==> src/hw/rtl/pidsep_pkg.sv <==
// ----------------------------------------------------------------------------
// pidsep_pkg
// shared widths, register codes, reset values and types of the pid controller
// ----------------------------------------------------------------------------
package pidsep_pkg;

	// field widths
	localparam int FLOW_W   = 13;
	localparam int MEAS_W   = 20;
	localparam int GAIN_W   = 16;
	localparam int THR_W    = 4;
	localparam int CFG_W    = 20;
	localparam int OUT_W    = 32;

	// stream payload widths, tdata padded to whole bytes
	localparam int IN_TDATA_W  = 40;
	localparam int OUT_TDATA_W = 64;
	localparam int OUT_TUSER_W = 1;

	// internal arithmetic
	localparam int COEF_W      = 16;   // every coefficient fed to the serial mac
	localparam int DIGIT_W     = 4;    // coefficient bits consumed per cycle
	localparam int ACC_W       = 58;   // holds the exact sum of the three products
	localparam int ERR_W       = 24;   // error range fits in 24 signed bits
	localparam int SETP_W      = 22;   // offset plus scaled slope product
	localparam int SUM_W       = 40;   // integral register
	localparam int SETP_SHIFT  = 8;    // q0.24 slope times flow down to q16
	localparam int SETP_PROD_W = 29;   // slope times flow
	localparam int VOLT_LSB    = 16;   // q16 whole-volt position
	localparam int Q_SHIFT     = 12;   // q4.12 gains

	// register indexes
	typedef enum logic [2:0] {
		CFG_GAIN_P    = 3'd0,
		CFG_GAIN_I    = 3'd1,
		CFG_GAIN_D    = 3'd2,
		CFG_UPPER     = 3'd3,
		CFG_LOWER     = 3'd4,
		CFG_THRESHOLD = 3'd5,
		CFG_SLOPE     = 3'd6,
		CFG_OFFSET    = 3'd7
	} cfg_index_t;

	localparam int CFG_INDEX_W = 3;

	// register reset values
	localparam logic [GAIN_W-1:0] RST_GAIN_P    = 16'd410;
	localparam logic [GAIN_W-1:0] RST_GAIN_I    = 16'd614;
	localparam logic [GAIN_W-1:0] RST_GAIN_D    = 16'd819;
	localparam logic [MEAS_W-1:0] RST_UPPER     = 20'd655360;
	localparam logic [MEAS_W-1:0] RST_LOWER     = 20'd0;
	localparam logic [THR_W-1:0]  RST_THRESHOLD = 4'd2;
	localparam logic [GAIN_W-1:0] RST_SLOPE     = 16'd6711;
	localparam logic [MEAS_W-1:0] RST_OFFSET    = 20'd69992;

	typedef struct packed {
		logic [GAIN_W-1:0] gain_proportional;
		logic [GAIN_W-1:0] gain_integral;
		logic [GAIN_W-1:0] gain_derivative;
		logic [MEAS_W-1:0] upper_limit;
		logic [MEAS_W-1:0] lower_limit;
		logic [THR_W-1:0]  separation_threshold;
		logic [GAIN_W-1:0] setpoint_slope;
		logic [MEAS_W-1:0] setpoint_offset;
	} cfg_t;

	// command to the serial mac
	typedef struct packed {
		logic start;   // load operands and begin
		logic clear;   // start from an empty accumulator
	} mac_cmd_t;

endpackage

==> src/hw/rtl/pidsep_cfg.sv <==
// ----------------------------------------------------------------------------
// pidsep_cfg
// configuration register bank with write port
// ----------------------------------------------------------------------------
module pidsep_cfg (
	input  logic                                 clk,
	input  logic                                 arst_n,
	input  logic                                 cfg_we,
	input  logic [pidsep_pkg::CFG_INDEX_W-1:0]   cfg_index,
	input  logic [pidsep_pkg::CFG_W-1:0]         cfg_wdata,
	output pidsep_pkg::cfg_t                     cfg
);

	pidsep_pkg::cfg_t cfg_q;

	always_ff @(posedge clk or negedge arst_n) begin
		if (!arst_n) begin
			cfg_q.gain_proportional    <= pidsep_pkg::RST_GAIN_P;
			cfg_q.gain_integral        <= pidsep_pkg::RST_GAIN_I;
			cfg_q.gain_derivative      <= pidsep_pkg::RST_GAIN_D;
			cfg_q.upper_limit          <= pidsep_pkg::RST_UPPER;
			cfg_q.lower_limit          <= pidsep_pkg::RST_LOWER;
			cfg_q.separation_threshold <= pidsep_pkg::RST_THRESHOLD;
			cfg_q.setpoint_slope       <= pidsep_pkg::RST_SLOPE;
			cfg_q.setpoint_offset      <= pidsep_pkg::RST_OFFSET;
		end else if (cfg_we) begin
			case (pidsep_pkg::cfg_index_t'(cfg_index))
				pidsep_pkg::CFG_GAIN_P: begin
					cfg_q.gain_proportional <= cfg_wdata[pidsep_pkg::GAIN_W-1:0];
				end
				pidsep_pkg::CFG_GAIN_I: begin
					cfg_q.gain_integral <= cfg_wdata[pidsep_pkg::GAIN_W-1:0];
				end
				pidsep_pkg::CFG_GAIN_D: begin
					cfg_q.gain_derivative <= cfg_wdata[pidsep_pkg::GAIN_W-1:0];
				end
				pidsep_pkg::CFG_UPPER: begin
					cfg_q.upper_limit <= cfg_wdata[pidsep_pkg::MEAS_W-1:0];
				end
				pidsep_pkg::CFG_LOWER: begin
					cfg_q.lower_limit <= cfg_wdata[pidsep_pkg::MEAS_W-1:0];
				end
				pidsep_pkg::CFG_THRESHOLD: begin
					cfg_q.separation_threshold <= cfg_wdata[pidsep_pkg::THR_W-1:0];
				end
				pidsep_pkg::CFG_SLOPE: begin
					cfg_q.setpoint_slope <= cfg_wdata[pidsep_pkg::GAIN_W-1:0];
				end
				pidsep_pkg::CFG_OFFSET: begin
					cfg_q.setpoint_offset <= cfg_wdata[pidsep_pkg::MEAS_W-1:0];
				end
				default: begin
				end
			endcase
		end
	end

	assign cfg = cfg_q;

endmodule

==> src/hw/rtl/pidsep_mac.sv <==
// ----------------------------------------------------------------------------
// pidsep_mac
// digit-serial multiply-accumulate: signed multiplicand times unsigned coefficient
// ----------------------------------------------------------------------------
module pidsep_mac #(
	parameter int DIGIT_W = pidsep_pkg::DIGIT_W
) (
	input  logic                                 clk,
	input  logic                                 arst_n,
	input  pidsep_pkg::mac_cmd_t                 cmd,
	input  logic signed [pidsep_pkg::ACC_W-1:0]  mcand,
	input  logic [pidsep_pkg::COEF_W-1:0]        coef,
	output logic signed [pidsep_pkg::ACC_W-1:0]  acc,
	output logic                                 done
);

	localparam int NDIG  = pidsep_pkg::COEF_W / DIGIT_W;
	localparam int CNT_W = (NDIG > 1) ? $clog2(NDIG) : 1;

	logic signed [pidsep_pkg::ACC_W-1:0] mcand_q;
	logic signed [pidsep_pkg::ACC_W-1:0] acc_q;
	logic [pidsep_pkg::COEF_W-1:0]       coef_q;
	logic [CNT_W-1:0]                    cnt_q;
	logic                                busy_q;
	logic                                done_q;
	logic signed [DIGIT_W:0]             digit;
	logic signed [pidsep_pkg::ACC_W-1:0] partial;

	// lowest coefficient digit, zero-extended so it multiplies as unsigned
	assign digit   = signed'({1'b0, coef_q[DIGIT_W-1:0]});
	assign partial = mcand_q * pidsep_pkg::ACC_W'(digit);

	always_ff @(posedge clk or negedge arst_n) begin
		if (!arst_n) begin
			busy_q <= 1'b0;
			cnt_q  <= '0;
			done_q <= 1'b0;
		end else begin
			done_q <= busy_q && (cnt_q == '0);
			if (cmd.start) begin
				busy_q <= 1'b1;
				cnt_q  <= CNT_W'(NDIG - 1);
			end else if (busy_q) begin
				if (cnt_q == '0) begin
					busy_q <= 1'b0;
				end else begin
					cnt_q <= cnt_q - 1'b1;
				end
			end
		end
	end

	// operand shift registers and accumulator
	always_ff @(posedge clk) begin
		if (cmd.start) begin
			mcand_q <= mcand;
			coef_q  <= coef;
			if (cmd.clear) begin
				acc_q <= '0;
			end
		end else if (busy_q) begin
			acc_q   <= acc_q + partial;
			mcand_q <= mcand_q <<< DIGIT_W;
			coef_q  <= coef_q >> DIGIT_W;
		end
	end

	assign acc  = acc_q;
	assign done = done_q;

endmodule

==> src/hw/rtl/pid_integral_separation_antiwindup.sv <==
// ----------------------------------------------------------------------------
// pid_integral_separation_antiwindup
// positional pid with integral separation and direction-limited anti-windup
// ----------------------------------------------------------------------------
//
//  channel  | direction | handshake                 | payload
//  ---------+-----------+---------------------------+------------------------------
//  s_       | in        | s_tvalid / s_tready       | flow_setpoint, measured_voltage
//  m_       | out       | m_tvalid / m_tready       | control_voltage, error_value;
//           |           |                           | tuser: integral_active
//  cfg_     | in        | cfg_we (no back-pressure) | cfg_index, cfg_wdata
//
//  one item at a time: the next input transfer is taken only once the sequencer has
//  returned to idle; the four coefficient products, of which the integral one is skipped
//  when the integral is separated, run through the one digit-serial mac
//  the result leaves through an output register, so the next input transfer is
//  taken while a result still waits on m_tready
//  arst_n clears controller state (previous measurement, previous error, integral)
//  and loads the register reset values
//
module pid_integral_separation_antiwindup #(
	parameter int DIGIT_W = pidsep_pkg::DIGIT_W
) (
	input  logic                                  clk,
	input  logic                                  arst_n,
	// input stream
	input  logic                                  s_tvalid,
	output logic                                  s_tready,
	input  logic [pidsep_pkg::IN_TDATA_W-1:0]     s_tdata,   // flow_setpoint, measured_voltage
	// result stream
	output logic                                  m_tvalid,
	input  logic                                  m_tready,
	output logic [pidsep_pkg::OUT_TDATA_W-1:0]    m_tdata,   // control_voltage, error_value
	output logic [pidsep_pkg::OUT_TUSER_W-1:0]    m_tuser,   // integral_active
	// configuration writes
	input  logic                                  cfg_we,
	input  logic [pidsep_pkg::CFG_INDEX_W-1:0]    cfg_index,
	input  logic [pidsep_pkg::CFG_W-1:0]          cfg_wdata
);

	localparam int ACC_W = pidsep_pkg::ACC_W;
	localparam int ERR_W = pidsep_pkg::ERR_W;
	localparam int SUM_W = pidsep_pkg::SUM_W;
	localparam int OUT_W = pidsep_pkg::OUT_W;
	localparam int SH_W  = ACC_W - pidsep_pkg::Q_SHIFT;

	localparam logic signed [SUM_W-1:0] SUM_MAX = {1'b0, {(SUM_W-1){1'b1}}};
	localparam logic signed [SUM_W-1:0] SUM_MIN = {1'b1, {(SUM_W-1){1'b0}}};
	localparam logic signed [OUT_W-1:0] OUT_MAX = {1'b0, {(OUT_W-1){1'b1}}};
	localparam logic signed [OUT_W-1:0] OUT_MIN = {1'b1, {(OUT_W-1){1'b0}}};

	// sequencer: setpoint product, integral update, then kp, kd and (unless separated) ki products
	typedef enum logic [2:0] {
		S_IDLE,
		S_SETP,
		S_SUM,
		S_PROP,
		S_DERV,
		S_INTG,
		S_OUT
	} state_t;

	state_t                               state_q;
	pidsep_pkg::cfg_t                     cfg;
	pidsep_pkg::mac_cmd_t                 cmd_q;
	logic signed [ACC_W-1:0]              mcand_q;
	logic [pidsep_pkg::COEF_W-1:0]        coef_q;
	logic signed [ACC_W-1:0]              mac_acc;
	logic                                 mac_done;

	// controller state
	logic [pidsep_pkg::MEAS_W-1:0]        prev_meas_q;
	logic [pidsep_pkg::MEAS_W-1:0]        meas_next_q;   // applies from the next item on
	logic signed [ERR_W-1:0]              prev_err_q;
	logic signed [ERR_W-1:0]              err_q;
	logic signed [SUM_W-1:0]              sum_q;
	logic                                 active_q;

	// output register
	logic                                 m_tvalid_q;
	logic signed [OUT_W-1:0]              ctrl_q;
	logic signed [OUT_W-1:0]              err_out_q;
	logic                                 act_out_q;

	logic [pidsep_pkg::SETP_W-1:0]        setpoint;
	logic signed [ERR_W-1:0]              err_calc;
	logic [ERR_W-1:0]                     err_mag;
	logic                                 active_calc;
	logic                                 add_calc;
	logic signed [SUM_W:0]                sum_add;
	logic signed [SUM_W-1:0]              sum_sat;
	logic signed [ERR_W:0]                err_diff;
	logic signed [SH_W-1:0]               acc_sh;
	logic [SH_W-OUT_W:0]                  acc_hi;
	logic signed [OUT_W-1:0]              ctrl_calc;

	pidsep_cfg u_cfg (
		.clk       (clk),
		.arst_n    (arst_n),
		.cfg_we    (cfg_we),
		.cfg_index (cfg_index),
		.cfg_wdata (cfg_wdata),
		.cfg       (cfg)
	);

	pidsep_mac #(
		.DIGIT_W (DIGIT_W)
	) u_mac (
		.clk    (clk),
		.arst_n (arst_n),
		.cmd    (cmd_q),
		.mcand  (mcand_q),
		.coef   (coef_q),
		.acc    (mac_acc),
		.done   (mac_done)
	);

	// setpoint = offset + slope*flow in q16, error against the stored measurement
	assign setpoint = pidsep_pkg::SETP_W'(cfg.setpoint_offset)
		+ pidsep_pkg::SETP_W'(mac_acc[pidsep_pkg::SETP_PROD_W-1:pidsep_pkg::SETP_SHIFT]);
	assign err_calc = signed'(ERR_W'(setpoint)) - signed'(ERR_W'(prev_meas_q));

	// separation: whole-volt part of |error| against the threshold
	assign err_mag     = err_q[ERR_W-1] ? ERR_W'(-err_q) : ERR_W'(err_q);
	assign active_calc = err_mag[ERR_W-1:pidsep_pkg::VOLT_LSB]
		<= (ERR_W - pidsep_pkg::VOLT_LSB)'(cfg.separation_threshold);

	// anti-windup: outside the window only errors pointing back inside integrate
	always_comb begin
		if (prev_meas_q > cfg.upper_limit) begin
			add_calc = err_q[ERR_W-1];
		end else if (prev_meas_q < cfg.lower_limit) begin
			add_calc = !err_q[ERR_W-1] && (err_q != '0);
		end else begin
			add_calc = 1'b1;
		end
	end

	// saturating integral update
	assign sum_add = (SUM_W+1)'(sum_q) + (SUM_W+1)'(err_q);
	always_comb begin
		if (sum_add[SUM_W] != sum_add[SUM_W-1]) begin
			sum_sat = sum_add[SUM_W] ? SUM_MIN : SUM_MAX;
		end else begin
			sum_sat = sum_add[SUM_W-1:0];
		end
	end

	assign err_diff = (ERR_W+1)'(err_q) - (ERR_W+1)'(prev_err_q);

	// floor divide by 2^12 is an arithmetic shift, then clamp to 32 bits
	assign acc_sh = signed'(mac_acc[ACC_W-1:pidsep_pkg::Q_SHIFT]);
	assign acc_hi = acc_sh[SH_W-1:OUT_W-1];
	always_comb begin
		if ((&acc_hi) || !(|acc_hi)) begin
			ctrl_calc = acc_sh[OUT_W-1:0];
		end else begin
			ctrl_calc = acc_sh[SH_W-1] ? OUT_MIN : OUT_MAX;
		end
	end

	always_ff @(posedge clk or negedge arst_n) begin
		if (!arst_n) begin
			state_q     <= S_IDLE;
			cmd_q       <= '0;
			mcand_q     <= '0;
			coef_q      <= '0;
			prev_meas_q <= '0;
			meas_next_q <= '0;
			prev_err_q  <= '0;
			err_q       <= '0;
			sum_q       <= '0;
			active_q    <= 1'b0;
			m_tvalid_q  <= 1'b0;
			ctrl_q      <= '0;
			err_out_q   <= '0;
			act_out_q   <= 1'b0;
		end else begin
			cmd_q <= '0;
			if (m_tvalid_q && m_tready) begin
				m_tvalid_q <= 1'b0;
			end
			case (state_q)
				S_IDLE: begin
					if (s_tvalid) begin
						// slope times flow first
						meas_next_q <= s_tdata[pidsep_pkg::FLOW_W +: pidsep_pkg::MEAS_W];
						mcand_q     <= ACC_W'(s_tdata[pidsep_pkg::FLOW_W-1:0]);
						coef_q      <= cfg.setpoint_slope;
						cmd_q       <= '{start: 1'b1, clear: 1'b1};
						state_q     <= S_SETP;
					end
				end
				S_SETP: begin
					if (mac_done) begin
						err_q   <= err_calc;
						state_q <= S_SUM;
					end
				end
				S_SUM: begin
					active_q <= active_calc;
					if (active_calc && add_calc) begin
						sum_q <= sum_sat;
					end
					mcand_q <= ACC_W'(err_q);
					coef_q  <= cfg.gain_proportional;
					cmd_q   <= '{start: 1'b1, clear: 1'b1};
					state_q <= S_PROP;
				end
				S_PROP: begin
					if (mac_done) begin
						mcand_q <= ACC_W'(err_diff);
						coef_q  <= cfg.gain_derivative;
						cmd_q   <= '{start: 1'b1, clear: 1'b0};
						state_q <= S_DERV;
					end
				end
				S_DERV: begin
					if (mac_done) begin
						if (active_q) begin
							mcand_q <= ACC_W'(sum_q);
							coef_q  <= cfg.gain_integral;
							cmd_q   <= '{start: 1'b1, clear: 1'b0};
							state_q <= S_INTG;
						end else begin
							state_q <= S_OUT;
						end
					end
				end
				S_INTG: begin
					if (mac_done) begin
						state_q <= S_OUT;
					end
				end
				S_OUT: begin
					// wait for the output register to free up
					if (!m_tvalid_q || m_tready) begin
						ctrl_q      <= ctrl_calc;
						err_out_q   <= OUT_W'(err_q);
						act_out_q   <= active_q;
						m_tvalid_q  <= 1'b1;
						prev_err_q  <= err_q;
						prev_meas_q <= meas_next_q;
						state_q     <= S_IDLE;
					end
				end
				default: begin
					state_q <= S_IDLE;
				end
			endcase
		end
	end

	assign s_tready = (state_q == S_IDLE);
	assign m_tvalid = m_tvalid_q;
	assign m_tdata  = {err_out_q, ctrl_q};
	assign m_tuser  = act_out_q;

endmodule

==> config.mk <==
export PLATFORM = sky130hd
export DESIGN_NAME = pid_integral_separation_antiwindup
export DESIGN_NICKNAME = d
export VERILOG_FILES = /design/src/hw/rtl/pidsep_pkg.sv /design/src/hw/rtl/pidsep_cfg.sv /design/src/hw/rtl/pidsep_mac.sv /design/src/hw/rtl/pid_integral_separation_antiwindup.sv
export SDC_FILE = /design/constraint.sdc
export NUM_CORES = 2
export LEC_CHECK = 0
export BUFFER_PORTS_ARGS = -buffer_cell sky130_fd_sc_hd__buf_4
export CORE_MARGIN = 8
export CORE_UTILIZATION = 35
export CTS_CLUSTER_DIAMETER = 30
export CTS_CLUSTER_SIZE = 10
export DETAILED_ROUTE_END_ITERATION = 10
export PLACE_DENSITY = 0.49
export SLEW_MARGIN = 5
export SYNTH_ARGS = -nofsm -noshare
export SYNTH_HDL_FRONTEND = slang
export SYNTH_SLANG_ARGS = --single-unit
==> constraint.sdc <==
create_clock -name clk -period 7.2 [get_ports clk]
set_clock_uncertainty 0.2 [all_clocks]
set_input_delay 0.36 -clock clk [delete_from_list [all_inputs] [get_ports clk]]
set_output_delay 0.36 -clock clk [all_outputs]
set_load 0.02 [all_outputs]
**Word-level counts from Yosys, hierarchy flattened**

Cells that the tools add are included.

- ROM bits: 0
- Flip-flop bits (word level): 527
- Word-level logic and storage cells: 142
- RAM bits: 0
- Input bits: 68
- Memories: 0
- Latch bits: 0
- Output and inout port bits: 67

- Reductions and logical operators: 33
- Mux-type cells: 46
- Divide/modulo/power cells: 0
- Bitwise operators: 0
- Multiply operators: 1
- Shifts and indexed selects: 0
- Order comparisons: 3
- Add/sub/neg operators: 7
- Equal/unequal tests: 23

Operator list:

| cell | number |
|---|---|
| $mux 58 | 9 |
| $pmux 58 s4 | 1 |
| $mux 16 | 6 |
| $mux 40 | 2 |
| $mux 32 | 2 |
| $pmux 16 s4 | 1 |
| $add 58x58->58 | 1 |
| $mul 58x5->58 | 1 |
| $add 40x23->41 | 1 |
| $reduce_and 2->1 | 14 |
| $mux 24 | 1 |
| $neg 23->24 | 1 |
| $reduce_bool 24->1 | 1 |
| $sub 23x23->24 | 1 |
| $sub 22x20->23 | 1 |
| $add 20x21->22 | 1 |
| $eq 3x3->1 const B | 7 |
| $pmux 3 s7 | 1 |
| $gt 20x20->1 | 1 |
| $lt 20x20->1 | 1 |
| $mux 3 | 6 |
| $mux 2 | 8 |
| $reduce_and 15->1 | 1 |
| $reduce_or 15->1 | 1 |
| other kinds (18) | 43 |

**Longest topological paths before layout**

- Depth after elaboration: 6
- Depth in mapped cells: 20
- Depth with buffers taken out: 17

**Hierarchy**

From an unflattened synthesis, not the netlist that was laid out.

- Cell total of the unflattened synthesis: 3567
- Area, all modules: 35435.2 µm²

Modules (own cells, without submodules):

| module | cells each | area an instance (µm²) | seq. area each (µm²) | instances |
|---|---|---|---|---|
| pid_integral_separation_antiwindup | 1795 | 15838.9 | 5555.3 | 1 |
| pidsep_mac | 1494 | 14700.3 | 4063.9 | 1 |
| pidsep_cfg | 278 | 4895.9 | 3244.4 | 1 |

**Worst setup path after synthesis**

OpenSTA, ideal clock, no wires.

- Path type: register to register
- Start: register u_mac.coef_q[1] in the netlist's numbering
- End: register u_mac.acc_q, in the netlist u_mac.acc[51] (data pin)
- Clock period less this slack: 5.576 ns
- Arrival time: 5.116 ns
- Stages on the path, launching flop included: 20
- Path slack: 1.624 ns
- Library setup time: 0.260 ns
- Required time: 6.740 ns
- Cells stage by stage: edfxtp_1 > clkbuf_1 > clkbuf_1 > nand2_1 > fa_1 > inv_1 > fa_1 > inv_1 > fa_1 > inv_1 > ha_1 > a21o_1 > a21o_1 > a21o_1 > a221oi_1 > a2bb2oi_1 > o21ai_1 > o41a_1 > a41oi_1 > mux2_2

- Cells in the longest elaborated chain, start to end: 4

RTL lines:

| what | RTL line | RTL |
|---|---|---|
| start, declared | pidsep_mac.sv:22 | `logic [pidsep_pkg::COEF_W-1:0] coef_q;` |
| start signal, assigned | pidsep_mac.sv:57 | `coef_q <= coef;` |
| start signal, assigned | pidsep_mac.sv:64 | `coef_q <= coef_q >> DIGIT_W;` |
| $mul 58x5->58 | pidsep_mac.sv:31 | `assign partial = mcand_q * pidsep_pkg::ACC_W'(digit);` |
| $add 58x58->58 | pidsep_mac.sv:62 | `acc_q <= acc_q + partial;` |
| $mux 58 | pidsep_mac.sv:61 | `end else if (busy_q) begin` |
| $mux 58 | pidsep_mac.sv:55 | `if (cmd.start) begin` |
| end signal, assigned | pidsep_mac.sv:62 |  |
| end, declared | pidsep_mac.sv:21 | `logic signed [pidsep_pkg::ACC_W-1:0] acc_q;` |

No other way between the ends. The select of a mux whose other input is x is not followed.
A chain may end at the register's enable or synchronous reset.

**Final worst setup path**

- Start: register u_mac.coef_q[1] in the netlist's numbering
- End: register u_mac.acc_q, in the netlist u_mac.acc[56] (data pin)

The elaborated chain is that of the path after synthesis.

==> impl_metrics.ini <==
[run_status]
status = finished clean

[cts]
cts.path.max_buffers = 3
cts_resized = 0
htreeDepth = 4
cts.reportedPaths.clkPinSlew_ns = 0.04
clock_latency_ns = 0.73
cts_setup_buffers = 0
cts_root_buf = clkbuf_16
cts_tree = done
clock_sinks = 486
cts_hold_buf = 59
numCtsBuffers = 139

[finish]
drive_gt1_share_pct = 17.4
mostFrequentLayoutCells = inv_1, dfrtp_1, nand2_1
final_util_pct = 43.3
final_common_cell = inv_1
stdcell_area_um2 = 43400
syn_to_final_growth_pct = 22.3
nNetsFinal = 4360

[floorplanning]
rows = 116
core_um2 = 100000
die_w_um = 334
die_area_um2 = 112000
initial_utilization_pct = 35.4
die_h_um = 334
pin_count = 135

[placement]
dp_hpwl_mm = 76.3
place_congestion = 0.881
portBuffers = 127
postPlaceCellArea_um2 = 37900

[global_route]
antenna_found_initial = 2
grt_overflow = 0
grt.total_usage_pct = 18.6
use_met2_pct = 28.8
top_usage_layer = met2
use_met1_pct = 25.7
grt_pass1_vias = 28249
met3_usage_pct = 4.01
grt_max_degree = 133
grt_pass1_wl_mm = 164

[critical_path]
critPathKind = flip-flop to flip-flop
worst_setup_path_end_kind = flip-flop
required_ns = 7.46
cp-start-kind = flip-flop
cpMaxStageDelayCell = edfxtp_1
slowest_delay_ns = 0.73
crit_chain = buf_12 > nand2_1 > fa_1 > fa_1 > fa_1 > inv_1 > ha_1 > a211oi_1 > o21ai_0 > nand4_1 > a2111o_1 > a21oi_1 > or2_1 > a41oi_2 > o41ai_1 > mux2_2
worst_path_most_repeated_cell = fa_1
crit_fanout = 30
arrival_ns = 6.38

[logic_synthesis]
ys_ff_latch = 486
syn_nets = 4148
yosysWarnings = 0
yosysSeqAreaShare_pct = 36.3
synth-edff-count = 132
netlist_area_um2 = 35500
synth_cell_types = 93
syn-mean-instance-area_um2 = 9.72
synth_cells = 3650
synthArstFlopShare_pct = 72.8
synth_ff_type = dfrtp_1

[timing]
finalHoldViolCount = 0
slew_violations = 0
fin_tns_setup_ns = 0
fmax_ghz = 0.163
slew_headroom_pct = 18.7
finalHoldWorstSlack_ns = 0.0278
worst_slew_pin_slew_ns = 1.22
finalCritPeriodShare_pct = 85.0
period_needed_ns = 6.12
rsz0062_at_grt = no
setup_viol = 0

[route]
antenna_left = 0
avgRoutedWirePerCell_um = 19.3
detail_route.first_pass.iterations = 6
routed_wl_mm = 103
dr_total_vias = 26906
drtIter0Drc = 1429
drc_errors = 0
vias_per_cell = 5.04

[min_path]
hp-class = input pin to asynchronous set/reset pin

[flow_run]
drv_cap = 0
[worst paths after layout]
kind                                            from                     endpoint  slack (ns)  cells past startpoint
min in group clk                         s_tdata[20]   meas_next_q[7]$_DFFE_PN0P_        0.21                      3
max reg2reg                u_mac.coef_q[1]$_DFFE_PP_  u_mac.acc[56]$_SDFFCE_PP0P_        1.08                     16
max in group asynchronous                     arst_n    u_cfg.cfg[37]$_DFFE_PN1P_        5.31                      4
min reg2reg                   mcand_q[1]$_DFFE_PN0P_       mcand_q[1]$_DFFE_PN0P_        0.27                      2
min                                           arst_n   u_cfg.cfg[118]$_DFFE_PN0P_        0.03                      2
max                        u_mac.coef_q[1]$_DFFE_PP_  u_mac.acc[56]$_SDFFCE_PP0P_        1.08                     16
[cell families after synthesis]
group | Yosys count | share of synthesized area, %
compound gates | 767 | 14.1
xor+xnor | 101 | 2.54
fa+ha+maj | 443 | 19.5
buf+inv | 667 | 7.24
flops | 486 | 36.3
mux | 239 | 7.51
simple gates | 947 | 12.9
[synthesized netlist by cell type (all sizes together) (8+ instances only)]
| library cell | number | area share [%] |
|---|---|---|
| inv | 500 | 5.3 |
| dfrtp | 321 | 23 |
| nand2 | 305 | 3.2 |
| ha | 244 | 8.6 |
| nor2 | 227 | 2.4 |
| mux2 | 218 | 6.9 |
| a21oi | 208 | 2.9 |
| o21ai | 197 | 2.8 |
| fa | 186 | 10 |
| and2 | 146 | 2.6 |
| clkbuf | 139 | 1.5 |
| edfxtp | 132 | 11 |
| a21o | 78 | 1.7 |
| xnor2 | 66 | 1.7 |
| nand3 | 41 | 0.58 |
| nor3 | 40 | 0.58 |
| and3 | 35 | 0.62 |
| xor2 | 35 | 0.89 |
| a211oi | 34 | 0.73 |
| nor2b | 34 | 0.60 |
| dfstp | 33 | 2.4 |
| nand4 | 31 | 0.55 |
| buf | 28 | 0.47 |
| a221oi | 27 | 0.67 |
| nand2b | 26 | 0.46 |
| mux2i | 21 | 0.59 |
| o21a | 21 | 0.44 |
| o211ai | 19 | 0.43 |
| o22a | 19 | 0.47 |
| o21bai | 18 | 0.38 |
| a31oi | 16 | 0.32 |
| o31ai | 16 | 0.38 |
| nor4 | 14 | 0.26 |
| o2bb2ai | 14 | 0.35 |
| maj3 | 13 | 0.37 |
| a21boi | 10 | 0.21 |
| a2bb2oi | 9 | 0.22 |
| nor3b | 9 | 0.19 |
| o221ai | 9 | 0.22 |
| a2111oi | 8 | 0.25 |
| or3 | 8 | 0.14 |
[metal layers]
metal,part of all wire [%],vias to the layer above
li1,-,12932
met1,48,13240
met2,44,564
met3,5.2,170
met4,3.1,0
met5,0,-
[critical path, delay by kind of cell (launching register included)]
| family | cells | cell delay (ns) |
|---|---|---|
| buffers and inverters | 2 | 0.32 |
| flip-flops | 1 | 0.73 |
| AND/OR/NAND/NOR | 3 | 0.54 |
| multiplexers | 1 | 0.38 |
| AO/OA/AOI/OAI | 6 | 1.85 |
| adder cells (fa/ha/maj) | 4 | 1.86 |
[final cells by class]
class,count,area [um^2]
fillers,9796,56900
multi-input cells,2497,20100
flip-flops and latches,486,12900
clock buffers,188,3910
repair buffers,238,1980
inverters,500,1880
well taps,1357,1700
clock inverters,69,920
diodes,2,5.00
[metrics by stage]
| step | setup slack (ns) | std cells |
|---|---|---|
| CTS | 1.05 | 5334 |
| floorplan | 1.62 | 3650 |
| detailed placement | 1.07 | 5018 |
| global route | 0.727 | 5335 |
| finish | 1.08 | 5337 |
| global placement | 1.07 | 5018 |
[flip-flops by register name, indices dropped and copies added, names as in the netlist, 20 cells and up]
name,flops
sum_q,40
mcand_q,40
u_cfg.cfg,128
ctrl_q,32
prev_meas_q,20
meas_next_q,20
u_mac.mcand_q,58
u_mac.acc,58
err_q,23
err_out_q,23
Power is left out: the tool's default activity adds up to more than one toggle a clock period on the data nets, which glitch-free logic cannot reach.
